==> config.mk <==
export PLATFORM = sky130hd
export DESIGN_NAME = md5_stream_hasher_unit
export DESIGN_NICKNAME = d
export VERILOG_FILES = /design/src/md5sh_pkg.sv /design/src/md5_stream_hasher_unit.sv
export SDC_FILE = /design/constraint.sdc
export NUM_CORES = 2
export LEC_CHECK = 0
export ABC_AREA = 1
export BUFFER_PORTS_ARGS = -buffer_cell sky130_fd_sc_hd__buf_2
export CAP_MARGIN = 20
export CORE_UTILIZATION = 57
export DETAILED_ROUTE_END_ITERATION = 10
export PLACE_DENSITY_LB_ADDON = 0.25
export SYNTH_ARGS = -nofsm -noshare
export SYNTH_HDL_FRONTEND = slang
export SYNTH_SLANG_ARGS = --single-unit
==> constraint.sdc <==
create_clock -name i_clk -period 16.8 [get_ports i_clk]
set_clock_uncertainty 0.2 [all_clocks]
set_input_delay 2.52 -clock i_clk [delete_from_list [all_inputs] [get_ports i_clk]]
set_output_delay 2.52 -clock i_clk [all_outputs]
set_load 0.03 [all_outputs]
==> src/md5sh_pkg.sv <==
package md5sh_pkg;

    typedef enum logic [1:0] {
        ST_IN,
        ST_PAD,
        ST_CMP,
        ST_OUT
    } t_state;

    localparam logic [31:0] INIT_A = 32'h67452301;
    localparam logic [31:0] INIT_B = 32'hefcdab89;
    localparam logic [31:0] INIT_C = 32'h98badcfe;
    localparam logic [31:0] INIT_D = 32'h10325476;
    localparam logic [7:0]  PAD_BYTE = 8'h80;

    // Round constants
    function automatic logic [31:0] md5_k(input logic [5:0] i);
        logic [31:0] k;
        unique case (i)
            6'd0: k = 32'hd76aa478;  6'd1: k = 32'he8c7b756;
            6'd2: k = 32'h242070db;  6'd3: k = 32'hc1bdceee;
            6'd4: k = 32'hf57c0faf;  6'd5: k = 32'h4787c62a;
            6'd6: k = 32'ha8304613;  6'd7: k = 32'hfd469501;
            6'd8: k = 32'h698098d8;  6'd9: k = 32'h8b44f7af;
            6'd10: k = 32'hffff5bb1; 6'd11: k = 32'h895cd7be;
            6'd12: k = 32'h6b901122; 6'd13: k = 32'hfd987193;
            6'd14: k = 32'ha679438e; 6'd15: k = 32'h49b40821;
            6'd16: k = 32'hf61e2562; 6'd17: k = 32'hc040b340;
            6'd18: k = 32'h265e5a51; 6'd19: k = 32'he9b6c7aa;
            6'd20: k = 32'hd62f105d; 6'd21: k = 32'h02441453;
            6'd22: k = 32'hd8a1e681; 6'd23: k = 32'he7d3fbc8;
            6'd24: k = 32'h21e1cde6; 6'd25: k = 32'hc33707d6;
            6'd26: k = 32'hf4d50d87; 6'd27: k = 32'h455a14ed;
            6'd28: k = 32'ha9e3e905; 6'd29: k = 32'hfcefa3f8;
            6'd30: k = 32'h676f02d9; 6'd31: k = 32'h8d2a4c8a;
            6'd32: k = 32'hfffa3942; 6'd33: k = 32'h8771f681;
            6'd34: k = 32'h6d9d6122; 6'd35: k = 32'hfde5380c;
            6'd36: k = 32'ha4beea44; 6'd37: k = 32'h4bdecfa9;
            6'd38: k = 32'hf6bb4b60; 6'd39: k = 32'hbebfbc70;
            6'd40: k = 32'h289b7ec6; 6'd41: k = 32'heaa127fa;
            6'd42: k = 32'hd4ef3085; 6'd43: k = 32'h04881d05;
            6'd44: k = 32'hd9d4d039; 6'd45: k = 32'he6db99e5;
            6'd46: k = 32'h1fa27cf8; 6'd47: k = 32'hc4ac5665;
            6'd48: k = 32'hf4292244; 6'd49: k = 32'h432aff97;
            6'd50: k = 32'hab9423a7; 6'd51: k = 32'hfc93a039;
            6'd52: k = 32'h655b59c3; 6'd53: k = 32'h8f0ccc92;
            6'd54: k = 32'hffeff47d; 6'd55: k = 32'h85845dd1;
            6'd56: k = 32'h6fa87e4f; 6'd57: k = 32'hfe2ce6e0;
            6'd58: k = 32'ha3014314; 6'd59: k = 32'h4e0811a1;
            6'd60: k = 32'hf7537e82; 6'd61: k = 32'hbd3af235;
            6'd62: k = 32'h2ad7d2bb; 6'd63: k = 32'heb86d391;
            default: k = 32'h0;
        endcase
        return k;
    endfunction

    // Rotate amount per round
    function automatic logic [4:0] md5_shift(input logic [5:0] i);
        logic [4:0] s;
        unique case ({i[5:4], i[1:0]})
            4'd0: s = 5'd7;   4'd1: s = 5'd12;  4'd2: s = 5'd17;  4'd3: s = 5'd22;
            4'd4: s = 5'd5;   4'd5: s = 5'd9;   4'd6: s = 5'd14;  4'd7: s = 5'd20;
            4'd8: s = 5'd4;   4'd9: s = 5'd11;  4'd10: s = 5'd16; 4'd11: s = 5'd23;
            4'd12: s = 5'd6;  4'd13: s = 5'd10; 4'd14: s = 5'd15; 4'd15: s = 5'd21;
            default: s = 5'd0;
        endcase
        return s;
    endfunction

    // Message word index per round
    function automatic logic [3:0] md5_g(input logic [5:0] i);
        logic [3:0] g;
        unique case (i[5:4])
            2'd0: g = i[3:0];
            2'd1: g = 4'((i[3:0] << 2) + i[3:0] + 4'd1);
            2'd2: g = 4'((i[3:0] << 1) + i[3:0] + 4'd5);
            2'd3: g = 4'((i[3:0] << 3) - i[3:0]);
            default: g = 4'd0;
        endcase
        return g;
    endfunction

    function automatic logic [31:0] md5_f(input logic [5:0] i, input logic [31:0] b,
                                          input logic [31:0] c, input logic [31:0] d);
        logic [31:0] f;
        unique case (i[5:4])
            2'd0: f = (b & c) | (~b & d);
            2'd1: f = (b & d) | (c & ~d);
            2'd2: f = b ^ c ^ d;
            2'd3: f = c ^ (b | ~d);
            default: f = 32'h0;
        endcase
        return f;
    endfunction

    function automatic logic [31:0] rotl32(input logic [31:0] x, input logic [4:0] s);
        logic [63:0] w;
        w = {x, x} << s;
        return w[63:32];
    endfunction

endpackage

==> src/md5_stream_hasher_unit.sv <==
// MD5 digest over a byte stream. Each accepted word carries at most one
// message byte; bytes are taken at one per cycle. Every 64th byte starts a
// block compression that holds the input (one prime read of the block
// memory, 64 rounds at one per cycle, one chaining add). A word
// marked last adds padding at one byte per cycle (9 to 72 bytes, with one or
// two compressions) and then gives the digest as four 32-bit words A, B, C, D,
// one per accepted output cycle; the low byte of A is the first digest byte.
// The block words sit in a 16-entry memory with registered read data.
module md5_stream_hasher_unit (
    input  logic        i_clk,
    input  logic        i_rst_n,
    input  logic        i_valid,
    output logic        o_stall,
    input  logic [7:0]  i_data_byte,
    input  logic        i_has_byte,
    input  logic        i_is_last,
    output logic        o_valid,
    input  logic        i_stall,
    output logic [31:0] o_digest_word,
    output logic [1:0]  o_word_index,
    output logic        o_last_word
);
    import md5sh_pkg::*;

    t_state      r_state, n_state;
    logic [31:0] r_chain [4];
    logic [31:0] n_chain [4];
    logic [31:0] r_a, r_b, r_c, r_d, n_a, n_b, n_c, n_d;
    logic [63:0] r_len, n_len, r_lensnap, n_lensnap;
    logic [5:0]  r_pos, n_pos;
    logic [31:0] r_word, n_word;
    logic        r_pad, n_pad, r_sent80, n_sent80, r_lenph, n_lenph;
    logic [6:0]  r_rnd, n_rnd;
    logic [1:0]  r_oidx, n_oidx;

    logic [31:0] r_mem [16];
    logic [31:0] r_mdata;
    logic [3:0]  raddr;
    logic        mem_we;

    logic        in_acc, put_en, wrap;
    logic [7:0]  put_val;
    logic [5:0]  rj;
    logic [31:0] rsum, rnew;
    logic [63:0] len_shift;

    assign in_acc = i_valid && !o_stall;
    assign wrap   = put_en && (r_pos == 6'd63);
    assign rj     = 6'(r_rnd - 7'd1);
    assign raddr  = md5_g(r_rnd[5:0]);
    assign len_shift = r_lensnap >> {r_pos[2:0], 3'b000};

    // Round datapath
    assign rsum = r_a + md5_f(rj, r_b, r_c, r_d) + md5_k(rj) + r_mdata;
    assign rnew = r_b + rotl32(rsum, md5_shift(rj));

    // Select the byte to put
    always_comb begin
        put_en  = 1'b0;
        put_val = i_data_byte;
        unique case (r_state)
            ST_IN: begin
                put_en = in_acc && i_has_byte;
            end
            ST_PAD: begin
                put_en = 1'b1;
                if (!r_sent80) begin
                    put_val = PAD_BYTE;
                end else if (r_lenph || r_pos == 6'd56) begin
                    put_val = len_shift[7:0];
                end else begin
                    put_val = 8'h00;
                end
            end
            default: begin
                put_en = 1'b0;
            end
        endcase
    end

    // Next state
    always_comb begin
        n_state = r_state;
        unique case (r_state)
            ST_IN: begin
                if (in_acc) begin
                    if (wrap)           n_state = ST_CMP;
                    else if (i_is_last) n_state = ST_PAD;
                end
            end
            ST_PAD: begin
                if (wrap) n_state = ST_CMP;
            end
            ST_CMP: begin
                if (r_rnd == 7'd65) begin
                    if (r_lenph)    n_state = ST_OUT;
                    else if (r_pad) n_state = ST_PAD;
                    else            n_state = ST_IN;
                end
            end
            ST_OUT: begin
                if (!i_stall && r_oidx == 2'd3) n_state = ST_IN;
            end
            default: n_state = ST_IN;
        endcase
    end

    // Datapath next values
    always_comb begin
        n_chain   = r_chain;
        n_a = r_a; n_b = r_b; n_c = r_c; n_d = r_d;
        n_len     = r_len;
        n_lensnap = r_lensnap;
        n_pos     = r_pos;
        n_word    = r_word;
        n_pad     = r_pad;
        n_sent80  = r_sent80;
        n_lenph   = r_lenph;
        n_rnd     = r_rnd;
        n_oidx    = r_oidx;
        mem_we    = 1'b0;

        // Merge byte into the word being assembled
        if (put_en) begin
            n_word = ((r_pos[1:0] == 2'd0) ? 32'h0 : r_word)
                   | (32'(put_val) << {r_pos[1:0], 3'b000});
            mem_we = (r_pos[1:0] == 2'd3);
            n_pos  = 6'(r_pos + 6'd1);
        end
        if (wrap) begin
            n_a = r_chain[0]; n_b = r_chain[1];
            n_c = r_chain[2]; n_d = r_chain[3];
            n_rnd = 7'd0;
        end

        unique case (r_state)
            ST_IN: begin
                if (in_acc) begin
                    if (i_has_byte) n_len = r_len + 64'd8;
                    if (i_is_last) begin
                        n_pad     = 1'b1;
                        n_sent80  = 1'b0;
                        n_lenph   = 1'b0;
                        n_lensnap = i_has_byte ? (r_len + 64'd8) : r_len;
                    end
                end
            end
            ST_PAD: begin
                if (!r_sent80) n_sent80 = 1'b1;
                else if (r_lenph || r_pos == 6'd56) n_lenph = 1'b1;
            end
            ST_CMP: begin
                n_rnd = 7'(r_rnd + 7'd1);
                if (r_rnd != 7'd0 && r_rnd <= 7'd64) begin
                    n_a = r_d; n_d = r_c; n_c = r_b; n_b = rnew;
                end
                if (r_rnd == 7'd65) begin
                    n_chain[0] = r_chain[0] + r_a;
                    n_chain[1] = r_chain[1] + r_b;
                    n_chain[2] = r_chain[2] + r_c;
                    n_chain[3] = r_chain[3] + r_d;
                    n_oidx     = 2'd0;
                end
            end
            ST_OUT: begin
                if (!i_stall) begin
                    n_oidx = 2'(r_oidx + 2'd1);
                    if (r_oidx == 2'd3) begin
                        n_chain[0] = INIT_A; n_chain[1] = INIT_B;
                        n_chain[2] = INIT_C; n_chain[3] = INIT_D;
                        n_len   = 64'd0;
                        n_pad   = 1'b0;
                        n_sent80 = 1'b0;
                        n_lenph = 1'b0;
                    end
                end
            end
            default: begin
                n_rnd = r_rnd;
            end
        endcase
    end

    // Hold control and chaining state
    always_ff @(posedge i_clk) begin
        if (!i_rst_n) begin
            r_state  <= ST_IN;
            r_chain[0] <= INIT_A; r_chain[1] <= INIT_B;
            r_chain[2] <= INIT_C; r_chain[3] <= INIT_D;
            r_len    <= 64'd0;
            r_pos    <= 6'd0;
            r_pad    <= 1'b0;
            r_sent80 <= 1'b0;
            r_lenph  <= 1'b0;
            r_rnd    <= 7'd0;
            r_oidx   <= 2'd0;
        end else begin
            r_state  <= n_state;
            r_chain  <= n_chain;
            r_len    <= n_len;
            r_pos    <= n_pos;
            r_pad    <= n_pad;
            r_sent80 <= n_sent80;
            r_lenph  <= n_lenph;
            r_rnd    <= n_rnd;
            r_oidx   <= n_oidx;
        end
    end

    // Payload registers
    always_ff @(posedge i_clk) begin
        r_a <= n_a; r_b <= n_b; r_c <= n_c; r_d <= n_d;
        r_word    <= n_word;
        r_lensnap <= n_lensnap;
    end

    // Block word memory
    always_ff @(posedge i_clk) begin
        if (mem_we) begin
            r_mem[r_pos[5:2]] <= n_word;
        end
        r_mdata <= r_mem[raddr];
    end

    // Drive ports
    always_comb begin
        o_stall       = (r_state != ST_IN);
        o_valid       = (r_state == ST_OUT);
        o_digest_word = r_chain[r_oidx];
        o_word_index  = r_oidx;
        o_last_word   = (r_oidx == 2'd3);
    end

    // Checks
    a_cmp_aligned: assert property (@(posedge i_clk) disable iff (!i_rst_n)
        (r_state == ST_CMP) |-> (r_pos == 6'd0))
        else $error("compression with partial block");
    a_no_put_in_cmp: assert property (@(posedge i_clk) disable iff (!i_rst_n)
        (r_state == ST_CMP || r_state == ST_OUT) |-> !mem_we)
        else $error("block write during compression or output");
    a_out_after_len: assert property (@(posedge i_clk) disable iff (!i_rst_n)
        (r_state == ST_OUT) |-> (r_lenph && r_pad))
        else $error("digest without length field");
    a_rnd_range: assert property (@(posedge i_clk) disable iff (!i_rst_n)
        (r_state == ST_CMP) |-> (r_rnd <= 7'd65))
        else $error("round counter overrun");
endmodule

==> impl_metrics.ini <==
[synthesis]
synth_area_um2 = 57000
yosysMostFrequentCell = nand2_1
async_flop_share_pct = 0
synth_top_area_cell = edfxtp_1
avgSynthCellArea_um2 = 8.15
synthFlopType = edfxtp_1
synth_top_area_share_pct = 30.2
ys_ff_latch = 974
yosysUniqueCellTypes = 73
synth-seq-area-share_pct = 44.2
ys_warn_count = 0
synth_nets = 7305
synth.top_cells.by_area = edfxtp_1 30%, dfxtp_1 14%, o21ai_0 7.8%
synth_edf_count = 573
netlist_instances = 6997
synth_commonest_cells = 1106 x nand2_1, 887 x o21ai_0, 782 x nor2_1, 633 x inv_1, 573 x edfxtp_1

[setup_path]
slowest_stage = dfxtp_1
arrival_ns = 10.89
cp_max_fo = 30
start_kind = flop
crit_path_max_incr_delay_ns = 0.86
required_ns = 17.29
crit_top_cell = nand3_1
end_kind = flop
crit_type = flop to flop

[grt]
grt_antenna_before_repair = 3
grt_pass1_vias = 49000
grt_max_degree = 181
grtUsageTotal_pct = 39.7
grt_pass1_wl_um = 305000
grt.overflow.total = 0

[clock_tree]
clock-sinks = 974
clockBufferDepth = 3
hold_buffers = 0
cts_tree = built
ctsResizeCount = 0
cts_htree_levels = 3
insertion_delay_ns = 0.75
post_cts_buffers = 0
cts_buffers = 101
clk_root_buffer_cell = clkbuf_16
clk_pin_slew_ns = 0.06

[placed_design]
dp.final_hpwl_um = 142000
portBuffers = 50
gp_congestion = 1.08
place_ws_ns = 6.52
dp_cells = 8078

[cells_and_area]
layout.cells.non_filler = 8273
seq_area_um2 = 25200
syn_to_final_growth_pct = 8.51
multi_input_area_um2 = 28100
nets = 7203
drive_above_1_share_pct = 6.26
fin_util_pct = 62.7
nFillCells = 8523

[run]
max_cap_viol_count = 0

[die]
die_h_um = 318
die_w_um = 318
initial_core_util_pct = 57.8
core_um2 = 98700
rows = 115
dieArea_um2 = 101000
boundaryPins = 51

[sta]
min_period_over_period_pct = 61.9
tightest_slew_ns = 1.12
maxSlewViolCount = 0
fin_setup_tns_ns = 0
hold_viol = 0
layout_min_cycle_time_ns = 10.40
fmax_mhz = 96.1
relSlewSlack_pct = 25.2
setup_viol = 0
fin_ws_ns = 6.40
rsz0062_at_grt = no

[routing]
wire_per_inst_um = 25.0
drt-initial-drc-count = 6506
antenna_left = 0
drc_errors = 0
drt_first_pass_iters = 7
drt_wl_total_um = 206000
routed_via_density = 6.42
vias = 53100

[status]
status = finished clean

[worst_hold_path]
hp-class = flop to flop
-- metal layers --
layer | part of all wire (%) | track usage (%) | routed length (um)
met1 | 39 | 51.2 | 79500
met2 | 44 | 61.4 | 91100
met3 | 9.8 | 7.13 | 20200
met4 | 7.6 | 26.1 | 15700
met5 | 0.025 | 0 | 52
-- worst paths after layout --
check / from / end / slack, ns / cells past startpoint
hold / removal: o_word_index[1]$_SDFFE_PN0P_ / o_word_index[1]$_SDFFE_PN0P_ / 0.28 / 2
hold reg to reg: o_word_index[1]$_SDFFE_PN0P_ / o_word_index[1]$_SDFFE_PN0P_ / 0.28 / 2
setup reg to reg: r_rnd[0]$_SDFFE_PN0P_ / r_b[30]$_DFF_P_ / 6.40 / 47
setup / recovery: r_rnd[0]$_SDFFE_PN0P_ / r_b[30]$_DFF_P_ / 6.40 / 47
-- flip-flops by register name, indices dropped and copies added (netlist names) --
signal,count
o_word_index,2
r_a,32
r_b,32
r_c,32
r_chain,128
r_d,32
r_len,61
r_lenph,1
r_lensnap,61
r_mdata,32
r_mem,512
r_pad,1
r_pos,6
r_rnd,7
r_sent80,1
r_state,2
r_word,32
-- through the flow --
step / cell area (um^2) / hold WS (ns)
after global routing: 61900 / 0.316
after CTS: 61900 / 0.281
after detailed placement: 58400 / 0.268
after global placement: 58400 / 0.256
final: 61900 / 0.281
after floorplan: 57000 / 0.245
-- layout by cell type, fill, tap and decap left out, types with 11 or more instances in the layout --
master / instances
nand2_1: 1103
o21ai_0: 883
nor2_1: 769
inv_1: 628
edfxtp_1: 573
a21oi_1: 518
nand3_1: 440
dfxtp_1: 400
ha_1: 224
o221ai_1: 150
o22ai_1: 137
xor2_1: 125
clkbuf_16: 101
buf_4: 93
fa_1: 70
nor3_1: 63
o21ai_1: 52
o211ai_1: 50
buf_2: 50
nand4_1: 43
a31oi_1: 41
a211oi_1: 37
xnor2_1: 37
or2_2: 30
nor4_1: 22
clkinv_1: 21
nor2_4: 19
clkbuf_1: 19
inv_2: 18
a21o_1: 16
clkinv_2: 16
o21a_1: 14
a221oi_1: 14
o21bai_1: 13
a32o_1: 12
clkbuf_8: 12
nand2_2: 11
a21boi_0: 11
-- area by class of cell --
type                       count  share of cell area [%]
clock inverter                60                    1.17
tap                         1287                    2.60
clock buffer                 132                    4.47
timing repair buffer         144                    1.56
antenna                        2                 0.00809
multi-input combinational   5015                    45.4
inverter                     659                    4.03
sequential                   974                    40.8
-- worst max-delay path, delay by kind of cell, from the launching register on --
| kind | cells | cell delay [ns] |
|---|---|---|
| adder cells (fa/ha/maj) | 6 | 2.44 |
| buffers and inverters | 10 | 2.14 |
| AND/OR/NAND/NOR | 20 | 2.42 |
| flip-flops | 1 | 0.86 |
| AO/OA/AOI/OAI | 11 | 2.22 |
-- kinds of logic after synthesis --
group | count (synthesis) | synth area share [%]
and+or+nand+nor | 2546 | 18.8
AOI/OAI and AO/OA | 2008 | 20.2
buffers and inverters | 1008 | 6.83
DFF | 974 | 44.2
adders and majority gates | 294 | 7.37
xor gates and xnor gates | 162 | 2.49
muxes | 5 | 0.0878
Power is not shown: default switching activity piles up to over one toggle a cycle in this logic, so the estimate is an artifact.
